[config.mk]
export PLATFORM = sky130hd
export DESIGN_NAME = epoch_seconds_to_calendar
export DESIGN_NICKNAME = d
export VERILOG_FILES = /design/src/design/e2c_pkg.sv /design/src/design/epoch_seconds_to_calendar.sv /design/src/design/e2c_csub.sv
export SDC_FILE = /design/constraint.sdc
export NUM_CORES = 1
export LEC_CHECK = 0
export BUFFER_PORTS_ARGS = -buffer_cell sky130_fd_sc_hd__buf_2
export CORE_MARGIN = 2
export CORE_UTILIZATION = 61
export DETAILED_ROUTE_END_ITERATION = 10
export PLACE_DENSITY = 0.8
export REMOVE_ABC_BUFFERS = 1
export SYNTH_ARGS = -nofsm -noshare
export SYNTH_HDL_FRONTEND = slang
export SYNTH_HIERARCHICAL = 1
export SYNTH_SLANG_ARGS = --single-unit
[constraint.sdc]
create_clock -name clk -period 5.2 [get_ports clk]
set_input_delay 0.26 -clock clk [delete_from_list [all_inputs] [get_ports clk]]
set_output_delay 0.26 -clock clk [all_outputs]
set_load 0.01 [all_outputs]
[src/design/e2c_pkg.sv]
// ----------------------------------------------------------------------------
// e2c_pkg: shared types and constants for the epoch to calendar converter
// Word widths, conversion constants, the sequencer's state type and the
// month length lookup used by the datapath.
// ----------------------------------------------------------------------------
package e2c_pkg;

	// Width of the working word: the whole input count of seconds fits.
	localparam int WORD_W = 31;
	typedef logic [WORD_W-1:0] word_t;

	// Step counter, wide enough for the longest restoring division.
	typedef logic [3:0] step_t;

	// Time constants in seconds.
	localparam word_t SECS_PER_MIN  = word_t'(60);
	localparam word_t SECS_PER_HOUR = word_t'(60 * 60);
	localparam word_t SECS_PER_DAY  = word_t'(24 * 60 * 60);
	localparam word_t DAYS_PER_WEEK = word_t'(7);

	// Quotient bits produced by each restoring division.
	localparam int DAY_QBITS  = 15;
	localparam int HOUR_QBITS = 5;
	localparam int MIN_QBITS  = 6;
	localparam int WDAY_QBITS = 12;

	// Calendar constants.
	localparam logic [6:0] EPOCH_YY      = 7'd70;
	localparam logic [6:0] LAST_YY       = 7'd99;
	localparam logic [3:0] LAST_MONTH    = 4'd11;
	localparam logic [3:0] FEBRUARY      = 4'd1;
	localparam logic [2:0] EPOCH_WEEKDAY = 3'd4;
	localparam logic [8:0] DAYS_NORMAL   = 9'd365;
	localparam logic [8:0] DAYS_LEAP     = 9'd366;

	// Sequencer states.
	typedef enum logic [2:0] {
		ST_IDLE,
		ST_DAYS,
		ST_HOUR,
		ST_MIN,
		ST_YEAR,
		ST_MONTH,
		ST_WDAY,
		ST_DONE
	} state_t;

	// Days in a month; February gains one day in a leap year.
	function automatic logic [4:0] month_days(input logic [3:0] month, input logic leap);
		logic [4:0] d;
		begin
			case (month)
				4'd0, 4'd2, 4'd4, 4'd6, 4'd7, 4'd9, 4'd11: d = 5'd31;
				4'd3, 4'd5, 4'd8, 4'd10: d = 5'd30;
				FEBRUARY: d = leap ? 5'd29 : 5'd28;
				default: d = 5'd31;
			endcase
			return d;
		end
	endfunction

endpackage

[src/design/epoch_seconds_to_calendar.sv]
// ----------------------------------------------------------------------------
// epoch_seconds_to_calendar: seconds since 1970 to broken-down calendar time
// Sequencer around one shared compare and subtract unit.
// ----------------------------------------------------------------------------
// One word in gives one word out. Every step of the conversion goes through a
// single compare and subtract unit, one step per cycle: a 15 step restoring
// division of the seconds by the day length, 5 and 6 step divisions for hour
// and minute, one step per year walked forward from 1970, one step per month
// walked through the year, and a 12 step division by seven for the weekday.
// The input range ends in January 2038. The input is stalled while a word is
// converted; the finished word sits in an output register, so a new word is
// taken while the previous result is still waiting.
module epoch_seconds_to_calendar (
	input  logic       clk,
	input  logic       arst_n,
	input  logic       in_valid,
	output logic       in_stall,
	input  logic [30:0] epoch_seconds,
	output logic       out_valid,
	input  logic       out_stall,
	output logic [5:0] second,
	output logic [5:0] minute,
	output logic [4:0] hour,
	output logic [6:0] year_two_digit,
	output logic [8:0] day_of_year,
	output logic [3:0] month_index,
	output logic [4:0] day_of_month,
	output logic [2:0] weekday
);
	import e2c_pkg::*;

	state_t state_q, state_d;

	// Working registers.
	word_t       acc_q;
	logic [14:0] quo_q;
	step_t       step_q;
	logic [14:0] days_q;
	logic [6:0]  yy_q;
	logic [3:0]  month_q;
	logic [5:0]  sec_q;
	logic [5:0]  min_q;
	logic [4:0]  hour_q;
	logic [8:0]  yday_q;
	logic [4:0]  mday_q;
	logic [2:0]  wday_q;

	// Output register.
	logic        out_valid_q;
	logic [5:0]  second_q;
	logic [5:0]  minute_q;
	logic [4:0]  hour_out_q;
	logic [6:0]  yy_out_q;
	logic [8:0]  yday_out_q;
	logic [3:0]  month_out_q;
	logic [4:0]  mday_out_q;
	logic [2:0]  wday_out_q;

	// Shared unit and its operands.
	word_t       sub_val;
	logic        ge;
	word_t       diff;
	word_t       acc_next;
	logic [14:0] quo_next;
	logic        leap;
	logic        month_take;
	logic        load_out;
	logic        accept;

	e2c_csub u_csub (
		.minuend   (acc_q),
		.subtrahend(sub_val),
		.ge        (ge),
		.diff      (diff)
	);

	// Within 1970..2038 the only century year is 2000, which is leap,
	// so the low two bits of the two digit year decide.
	assign leap       = (yy_q[1:0] == 2'b00);
	assign month_take = (month_q < LAST_MONTH) && ge;
	assign acc_next   = ge ? diff : acc_q;
	assign quo_next   = {quo_q[13:0], ge};
	assign accept     = in_valid && !in_stall;

	// Next state.
	always_comb begin
		state_d = state_q;
		case (state_q)
			ST_IDLE:  if (in_valid) state_d = ST_DAYS;
			ST_DAYS:  if (step_q == '0) state_d = ST_HOUR;
			ST_HOUR:  if (step_q == '0) state_d = ST_MIN;
			ST_MIN:   if (step_q == '0) state_d = ST_YEAR;
			ST_YEAR:  if (!ge) state_d = ST_MONTH;
			ST_MONTH: if (!month_take) state_d = ST_WDAY;
			ST_WDAY:  if (step_q == '0) state_d = ST_DONE;
			ST_DONE:  if (!out_valid_q || !out_stall) state_d = ST_IDLE;
			default:  state_d = ST_IDLE;
		endcase
	end

	// Control outputs: subtrahend selection and handshakes.
	always_comb begin
		sub_val  = '0;
		in_stall = 1'b1;
		load_out = 1'b0;
		case (state_q)
			ST_IDLE:  in_stall = 1'b0;
			ST_DAYS:  sub_val = SECS_PER_DAY << step_q;
			ST_HOUR:  sub_val = SECS_PER_HOUR << step_q;
			ST_MIN:   sub_val = SECS_PER_MIN << step_q;
			ST_YEAR:  sub_val = word_t'(leap ? DAYS_LEAP : DAYS_NORMAL);
			ST_MONTH: sub_val = word_t'(month_days(month_q, leap));
			ST_WDAY:  sub_val = DAYS_PER_WEEK << step_q;
			ST_DONE:  load_out = !out_valid_q || !out_stall;
			default:  sub_val = '0;
		endcase
	end

	// Control registers.
	always_ff @(posedge clk or negedge arst_n) begin
		if (!arst_n) begin
			state_q     <= ST_IDLE;
			out_valid_q <= 1'b0;
		end else begin
			state_q <= state_d;
			if (load_out) begin
				out_valid_q <= 1'b1;
			end else if (!out_stall) begin
				out_valid_q <= 1'b0;
			end
		end
	end

	// Datapath registers, stepped by the sequencer.
	always_ff @(posedge clk) begin
		case (state_q)
			ST_IDLE: begin
				if (accept) begin
					acc_q  <= word_t'(epoch_seconds);
					quo_q  <= '0;
					step_q <= step_t'(DAY_QBITS - 1);
				end
			end
			ST_DAYS: begin
				acc_q <= acc_next;
				if (step_q == '0) begin
					days_q <= quo_next;
					quo_q  <= '0;
					step_q <= step_t'(HOUR_QBITS - 1);
				end else begin
					quo_q  <= quo_next;
					step_q <= step_q - step_t'(1);
				end
			end
			ST_HOUR: begin
				acc_q <= acc_next;
				if (step_q == '0) begin
					hour_q <= quo_next[HOUR_QBITS-1:0];
					quo_q  <= '0;
					step_q <= step_t'(MIN_QBITS - 1);
				end else begin
					quo_q  <= quo_next;
					step_q <= step_q - step_t'(1);
				end
			end
			ST_MIN: begin
				if (step_q == '0) begin
					min_q <= quo_next[MIN_QBITS-1:0];
					sec_q <= acc_next[5:0];
					acc_q <= word_t'(days_q);
					yy_q  <= EPOCH_YY;
				end else begin
					acc_q  <= acc_next;
					quo_q  <= quo_next;
					step_q <= step_q - step_t'(1);
				end
			end
			ST_YEAR: begin
				// Walk forward a whole year while the remaining days allow it.
				if (ge) begin
					acc_q <= diff;
					yy_q  <= (yy_q == LAST_YY) ? 7'd0 : yy_q + 7'd1;
				end else begin
					yday_q  <= acc_q[8:0];
					month_q <= '0;
				end
			end
			ST_MONTH: begin
				if (month_take) begin
					acc_q   <= diff;
					month_q <= month_q + 4'd1;
				end else begin
					mday_q <= acc_q[4:0] + 5'd1;
					acc_q  <= word_t'(days_q) + word_t'(EPOCH_WEEKDAY);
					quo_q  <= '0;
					step_q <= step_t'(WDAY_QBITS - 1);
				end
			end
			ST_WDAY: begin
				acc_q <= acc_next;
				quo_q <= quo_next;
				if (step_q == '0) begin
					wday_q <= acc_next[2:0];
				end else begin
					step_q <= step_q - step_t'(1);
				end
			end
			ST_DONE: begin
				if (load_out) begin
					second_q    <= sec_q;
					minute_q    <= min_q;
					hour_out_q  <= hour_q;
					yy_out_q    <= yy_q;
					yday_out_q  <= yday_q;
					month_out_q <= month_q;
					mday_out_q  <= mday_q;
					wday_out_q  <= wday_q;
				end
			end
			default: begin
				acc_q <= acc_q;
			end
		endcase
	end

	assign out_valid      = out_valid_q;
	assign second         = second_q;
	assign minute         = minute_q;
	assign hour           = hour_out_q;
	assign year_two_digit = yy_out_q;
	assign day_of_year    = yday_out_q;
	assign month_index    = month_out_q;
	assign day_of_month   = mday_out_q;
	assign weekday        = wday_out_q;

	// Time of day fields of a delivered word are in range.
	a_time_range: assert property (@(posedge clk) disable iff (!arst_n)
		out_valid |-> (hour < 5'd24) && (minute < 6'd60) && (second < 6'd60))
		else $error("time of day out of range");

	// Date fields of a delivered word are in range.
	a_date_range: assert property (@(posedge clk) disable iff (!arst_n)
		out_valid |-> (month_index <= LAST_MONTH) && (day_of_month != 5'd0)
			&& (weekday < 3'd7) && (year_two_digit <= LAST_YY))
		else $error("calendar date out of range");

	// An accepted word starts the day division on the next cycle.
	a_start: assert property (@(posedge clk) disable iff (!arst_n)
		accept |=> (state_q == ST_DAYS))
		else $error("accepted word did not start conversion");

	// The year walk only ever holds a day count.
	a_year_days: assert property (@(posedge clk) disable iff (!arst_n)
		(state_q == ST_YEAR) |-> (acc_q[WORD_W-1:DAY_QBITS] == '0))
		else $error("day count overflow during year walk");

endmodule

[src/design/e2c_csub.sv]
// ----------------------------------------------------------------------------
// e2c_csub: shared compare and subtract unit
// Compares the working word against a subtrahend and gives the difference,
// so the sequencer can take it conditionally.
// ----------------------------------------------------------------------------
module e2c_csub (
	input  e2c_pkg::word_t minuend,
	input  e2c_pkg::word_t subtrahend,
	output logic           ge,
	output e2c_pkg::word_t diff
);
	import e2c_pkg::*;

	logic [WORD_W:0] wide_diff;

	// One subtraction with a borrow bit serves both compare and difference.
	assign wide_diff = {1'b0, minuend} - {1'b0, subtrahend};
	assign ge        = ~wide_diff[WORD_W];
	assign diff      = wide_diff[WORD_W-1:0];

endmodule
* Word level (Yosys, flattened, before mapping)
Cells that the tools add are included.
** Word-level totals
- Bits in registers :: 158
- Output and inout port bits :: 47
- Word-level logic and storage cells :: 132
** Cells by class
- $add $sub $neg :: 6
- $lt $le $gt $ge :: 1
- Equal/unequal tests :: 27
- Shifts and indexed selects :: 4
- Mux-type cells :: 40
- Bitwise operators :: 2
- Reductions and logical operators :: 30
** Operators with widths (count)
- $pmux 31 s6 :: 1
- $mux 31 :: 4
- $pmux 31 s4 :: 1
- $pmux 14 s5 :: 1
- $mux 14 :: 4
- $sub 31x31->32 :: 1
- $shl 12x4->31 const A :: 1
- $shl 17x4->31 const A :: 1
- $shl 3x4->31 const A :: 1
- $shl 6x4->31 const A :: 1
- $mux 4 :: 7
- $mux 3 :: 8
- $ne 2x2->1 const B :: 12
- $pmux 3 s8 :: 1
- $mux 7 :: 3
- $pmux 4 s5 :: 1
- $add 15x3->16 const B :: 1
- $reduce_and 2->1 :: 8
- $pmux 7 s2 :: 1
- $eq 3x3->1 const B :: 4
- $reduce_bool 5->1 :: 2
- $eq 4x4->1 const B :: 2
- $pmux 4 s2 :: 1
- $reduce_and 4->1 :: 2
- 28 further kinds :: 41

* Depth between registers and ports, before layout
- Depth after elaboration :: 9
- Mapped depth :: 23

* Cells and area by module
Netlist, hierarchy kept.
** Modules (own cells, without submodules)
- epoch_seconds_to_calendar :: times used 1, cells each 677, area an instance 8041.5 sq um, seq. area each 4724.5 sq um
- e2c_csub :: times used 1, cells each 292, area an instance 2059.5 sq um, seq. area each 0.0 sq um

* Worst setup path before layout
No wires, ideal clock.
- Path kind :: register to register
- From :: register month_q[0]
- To :: register step_q[0], enable pin
- Arrival time :: 4.486 ns
- Data required time :: 4.935 ns
- Path slack :: 0.449 ns
- Stages on the path, launching flop included :: 19
- Buffers on the path :: 2
- Clock period less this slack :: 4.751 ns
- Cell sequence :: edfxtp_1 ha_1 or3b_1 a21oi_1 nor3_1 or3_1 ha_1 and2b_2 o2111ai_1 a21oi_2 a211oi_2 o31a_1 o31a_1 a21oi_1 buf_2 buf_2 a21oi_1 o31a_1 nor2b_1
** On the way
- Word-level cells in the longest chain between the ends :: 9
- Elaborated cells on any way between the ends :: 14
- Those cells by class :: add/sub (1); order compare (1); eq/ne (6); mux (2); bitwise (1); reduce/logical (3)
** RTL lines
- from (decl) :: line epoch_seconds_to_calendar.sv:40 : logic [3:0] month_q;
- from (signal assigned) :: line epoch_seconds_to_calendar.sv:191 : month_q <= month_q + 4'd1;
- $eq 4x2->1 (tied with other cells) :: line e2c_pkg.sv:52 : case (month)
- $reduce_or 4->1 :: line e2c_pkg.sv:52
- $pmux 2 s2 (*) :: line e2c_pkg.sv:52
- $pmux 31 s6 (*) :: line epoch_seconds_to_calendar.sv:106 : case (state_q)
- net sub_val[0] :: line epoch_seconds_to_calendar.sv:60 : word_t sub_val;
- $sub 31x31->32 (*) :: line e2c_csub.sv:17 : assign wide_diff = {1'b0, minuend} - {1'b0, subtrahend};
- $not 1->1 (*) :: line e2c_csub.sv:18 : assign ge = ~wide_diff[WORD_W];
- net ge :: line epoch_seconds_to_calendar.sv:61 : logic ge;
- $logic_and 1x1->1 (*) :: line epoch_seconds_to_calendar.sv:80 : assign month_take = (month_q < LAST_MONTH) && ge;
- $ne 2x2->1 (no source line) (*)
- $reduce_and 4->1 (no source line) (*)
- to (signal assigned) :: line epoch_seconds_to_calendar.sv:141 : step_q <= step_t'(DAY_QBITS - 1);
- to (signal assigned) :: line epoch_seconds_to_calendar.sv:149 : step_q <= step_t'(HOUR_QBITS - 1);
- to (signal assigned) :: line epoch_seconds_to_calendar.sv:152 : step_q <= step_q - step_t'(1);
- to (decl) :: line epoch_seconds_to_calendar.sv:37 : step_t step_q;
The timed path passes the listed nets; every way through them passes the cells marked *.
A chain may end at the register's enable or synchronous reset.

* Final worst setup path
- From :: register state_q[0]
- To :: register acc_q[13] (data pin)
** On the way
- Word-level cells in the longest chain between the ends :: 7
- Elaborated cells on any way between the ends :: 16
- Those cells by class :: add/sub (1); eq/ne (6); mux (5); bitwise (1); reduce/logical (3)
** RTL lines
- from (decl) :: line epoch_seconds_to_calendar.sv:32 : state_t state_q, state_d;
- from (signal assigned) :: line epoch_seconds_to_calendar.sv:125 : state_q <= state_d;
- $eq 3x3->1 (tied with other cells) :: line epoch_seconds_to_calendar.sv:106
- $pmux 31 s6 (*) :: line epoch_seconds_to_calendar.sv:106
- net sub_val[14] :: line epoch_seconds_to_calendar.sv:60
- $sub 31x31->32 (*) :: line e2c_csub.sv:17
- $not 1->1 :: line e2c_csub.sv:18
- $logic_and 1x1->1 :: line epoch_seconds_to_calendar.sv:80
- $mux 31 :: line epoch_seconds_to_calendar.sv:189 : if (month_take) begin
- $pmux 31 s4 (*) :: line epoch_seconds_to_calendar.sv:136 : case (state_q)
- to (signal assigned) :: line epoch_seconds_to_calendar.sv:139 : acc_q <= word_t'(epoch_seconds);
- to (signal assigned) :: line epoch_seconds_to_calendar.sv:190 : acc_q <= diff;
- to (signal assigned) :: line epoch_seconds_to_calendar.sv:194 : acc_q <= word_t'(days_q) + word_t'(EPOCH_WEEKDAY);
- to (decl) :: line epoch_seconds_to_calendar.sv:35 : word_t acc_q;
Marks and branches as above.

==> flow_summary.json <==
{
  "numCtsBuffers": 17,
  "worst_ep_arrival_time_ns": 5.28,
  "area_growth_pct": 13.0,
  "root_buffer": "clkbuf_16",
  "setup_ws_ns": 0.0861,
  "core_sq_mm": 0.0164,
  "critPathRequiredTime_ns": 5.36,
  "period_needed_ns": 5.11,
  "htreeDepth": 4,
  "regArea_sq_mm": 0.00472,
  "vias_per_cell": 6.47,
  "vias": 8386,
  "wirelength_um": 26900,
  "dieArea_sq_mm": 0.0176,
  "diodes": 0,
  "grt_overflow": 0,
  "postSynthAreaPerCell_sq_um": 10.4,
  "die-height_um": 133,
  "grt_max_degree": 46,
  "io_buffers": 81,
  "nets": 1141,
  "antenna_found_initial": 0,
  "multi_input_area_sq_mm": 0.00482,
  "gp_congestion": 0.989,
  "drive_above_1_share": 0.215,
  "pre_cts_ws_ns": 0.208,
  "finalHoldViolCount": 0,
  "end_kind": "register",
  "ioPinCount": 82,
  "synth_edf_count": 154,
  "start_util": 0.616,
  "worst_pin_slew_ns": 1.23,
  "final_antenna_net_count": 0,
  "ys.flop_type": "edfxtp_1",
  "clock-sinks": 158,
  "fin_cells": 1297,
  "synth-async-reset-ratio": 0.0253,
  "drt_pass1_iterations": 6,
  "dp.cells": 1254,
  "grt_pass1_wl_um": 42200,
  "synthCells": 969,
  "status": "complete, no violations",
  "placed_area_sq_mm": 0.0107,
  "cp-start-kind": "register",
  "grt_pass1_vias": 7771,
  "max_freq_mhz": 196,
  "path_max_fanout": 25,
  "final_common_cell": "edfxtp_1",
  "drt-initial-drc-count": 963,
  "track_usage": 0.308,
  "final_area_sq_mm": 0.0114,
  "worst-setup-path-type": "register to register",
  "fin_hold_ws_ns": 0.132,
  "yosysUniqueCellTypes": 109,
  "nFillCells": 1219,
  "hp-class": "input port to register",
  "ys_seq_area_frac": 0.468,
  "drcViolationCount": 0,
  "clk_latency_ns": 0.44,
  "die_x_um": 133,
  "clk_pin_slew_worst_paths_ns": 0.08,
  "fp-row-count": 47,
  "cts_tree": "built",
  "hpwl_um": 18700,
  "clock_skew_ns": 0.0177,
  "post_drt_wl_per_cell_um": 20.7,
  "finalSetupViolations": 0,
  "synth_area_sq_mm": 0.0101,
  "drv_cap": 0,
  "final_cell_mix": "edfxtp_1, buf_2, o21ai_0, nand2_1",
  "synth_warnings": 6,
  "slew_viol_final": 0,
  "ys_seq_elements": 158,
  "clk_path_buf_depth": 2,
  "slew_headroom": 0.179,
  "fin_crit_sh": 0.983
}
==> sequential cells by signal, indices dropped and copies added (netlist names), 6 cells and up <==
signal,cells
yday_q,9
year_two_digit,7
min_q,6
yy_q,7
second,6
acc_q,31
minute,6
sec_q,6
day_of_year,9
days_q,15
quo_q,14
==> cells in the mapped netlist, types with 5 or more instances <==
master,count,area (sq um)
nand4_1,12,75.1
nor3_1,28,140
inv_1,50,188
o211ai_1,11,82.6
nand2_1,58,218
nand2b_1,14,87.6
o21ai_1,8,40.0
buf_4,12,90.1
a21oi_1,59,295
o31ai_1,6,45.0
edfxtp_1,154,4620
o22ai_1,10,62.6
o31a_1,5,43.8
nor2_1,56,210
mux2_2,13,146
xnor2_1,28,245
ha_1,40,500
mux2i_1,6,60.1
a211oi_1,13,97.6
a21oi_2,7,61.3
and3_1,10,62.6
nor2b_1,6,37.5
a22oi_1,24,180
buf_2,25,125
a31oi_1,9,56.3
a221oi_1,8,70.1
xor2_1,12,105
nand3_1,43,215
o21ai_0,59,295
clkbuf_1,7,26.3
buf_6,8,90.1
or3_1,6,37.5
and2_1,20,125
a21o_1,14,105
nor4_1,7,43.8
o21a_1,5,37.5
==> metrics by stage <==
| stage | util | setup TNS [ns] |
|---|---|---|
| final | 0.696 | 0 |
| after global routing | 0.696 | -0.0559 |
| after CTS | 0.690 | 0 |
| after detailed placement | 0.655 | 0 |
| after global placement | 0.655 | 0 |
| after floorplan | - | -133.40 |
==> timing repair <==
action                     in CTS  in global routing
buffers inserted                0                 10
hold buffers                    1                  0
resized for setup               0                  3
setup endpoints to repair       0                 28
hold endpoints to repair        4                  0
==> worst max-delay path, cell delays in order (launching register included) <==
cell,delay (ns)
dfrtp_1,0.49
buf_4,0.34
nor4bb_1,0.32
a21oi_1,0.08
a2bb2oi_1,0.17
a211oi_1,0.42
inv_1,0.09
ha_1,0.39
a21oi_1,0.29
o21ai_0,0.17
a31oi_1,0.20
o31a_1,0.18
o31a_1,0.31
a21oi_2,0.21
buf_4,0.21
buf_4,0.16
nand2_1,0.10
nand3_1,0.07
a2111oi_0,0.44
o22ai_1,0.16
==> layer usage <==
layer / GRT usage / vias up / part of all wire
met4: 0.114 / 0 / 0.027
met5: 0 / - / 0
li1: - / 3875 / -
met1: 0.436 / 3970 / 0.42
met3: 0.0490 / 80 / 0.089
met2: 0.481 / 461 / 0.46
==> kinds of logic (layout without fill, tap and decap cells) <==
kind of cell,Yosys count,in the layout,share of synthesized area
mux,19,19,0.0204
compound gates,294,295,0.205
fa+ha+maj,42,42,0.0525
simple gates,302,302,0.160
buf+inv,114,221,0.0598
flops,158,158,0.468
xor+xnor,40,40,0.0347
==> cell type report <==
class | instances | area share
Multi-Input combinational cell | 698 | 0.423
Sequential cell | 158 | 0.414
Timing Repair Buffer | 135 | 0.0713
Clock buffer | 20 | 0.0383
Tap cell | 220 | 0.0241
Inverter | 55 | 0.0181
Clock inverter | 11 | 0.0116
==> path summary, 6_finish.rpt <==
check,depth (start not counted),start,endpoint,slack (ns)
max,19,state_q[0],acc_q[13],0.09
min,3,epoch_seconds[29],acc_q[29],0.13
max reg2reg,19,state_q[0],acc_q[13],0.09
min reg2reg,0,yday_q[2],day_of_year[2],0.42
max in group asynchronous,2,arst_n,state_q[2],4.88
min in group asynchronous,2,arst_n,state_q[0],0.17
Power is not shown: default switching activity piles up to over one toggle a cycle in this logic, so the estimate is an artifact.
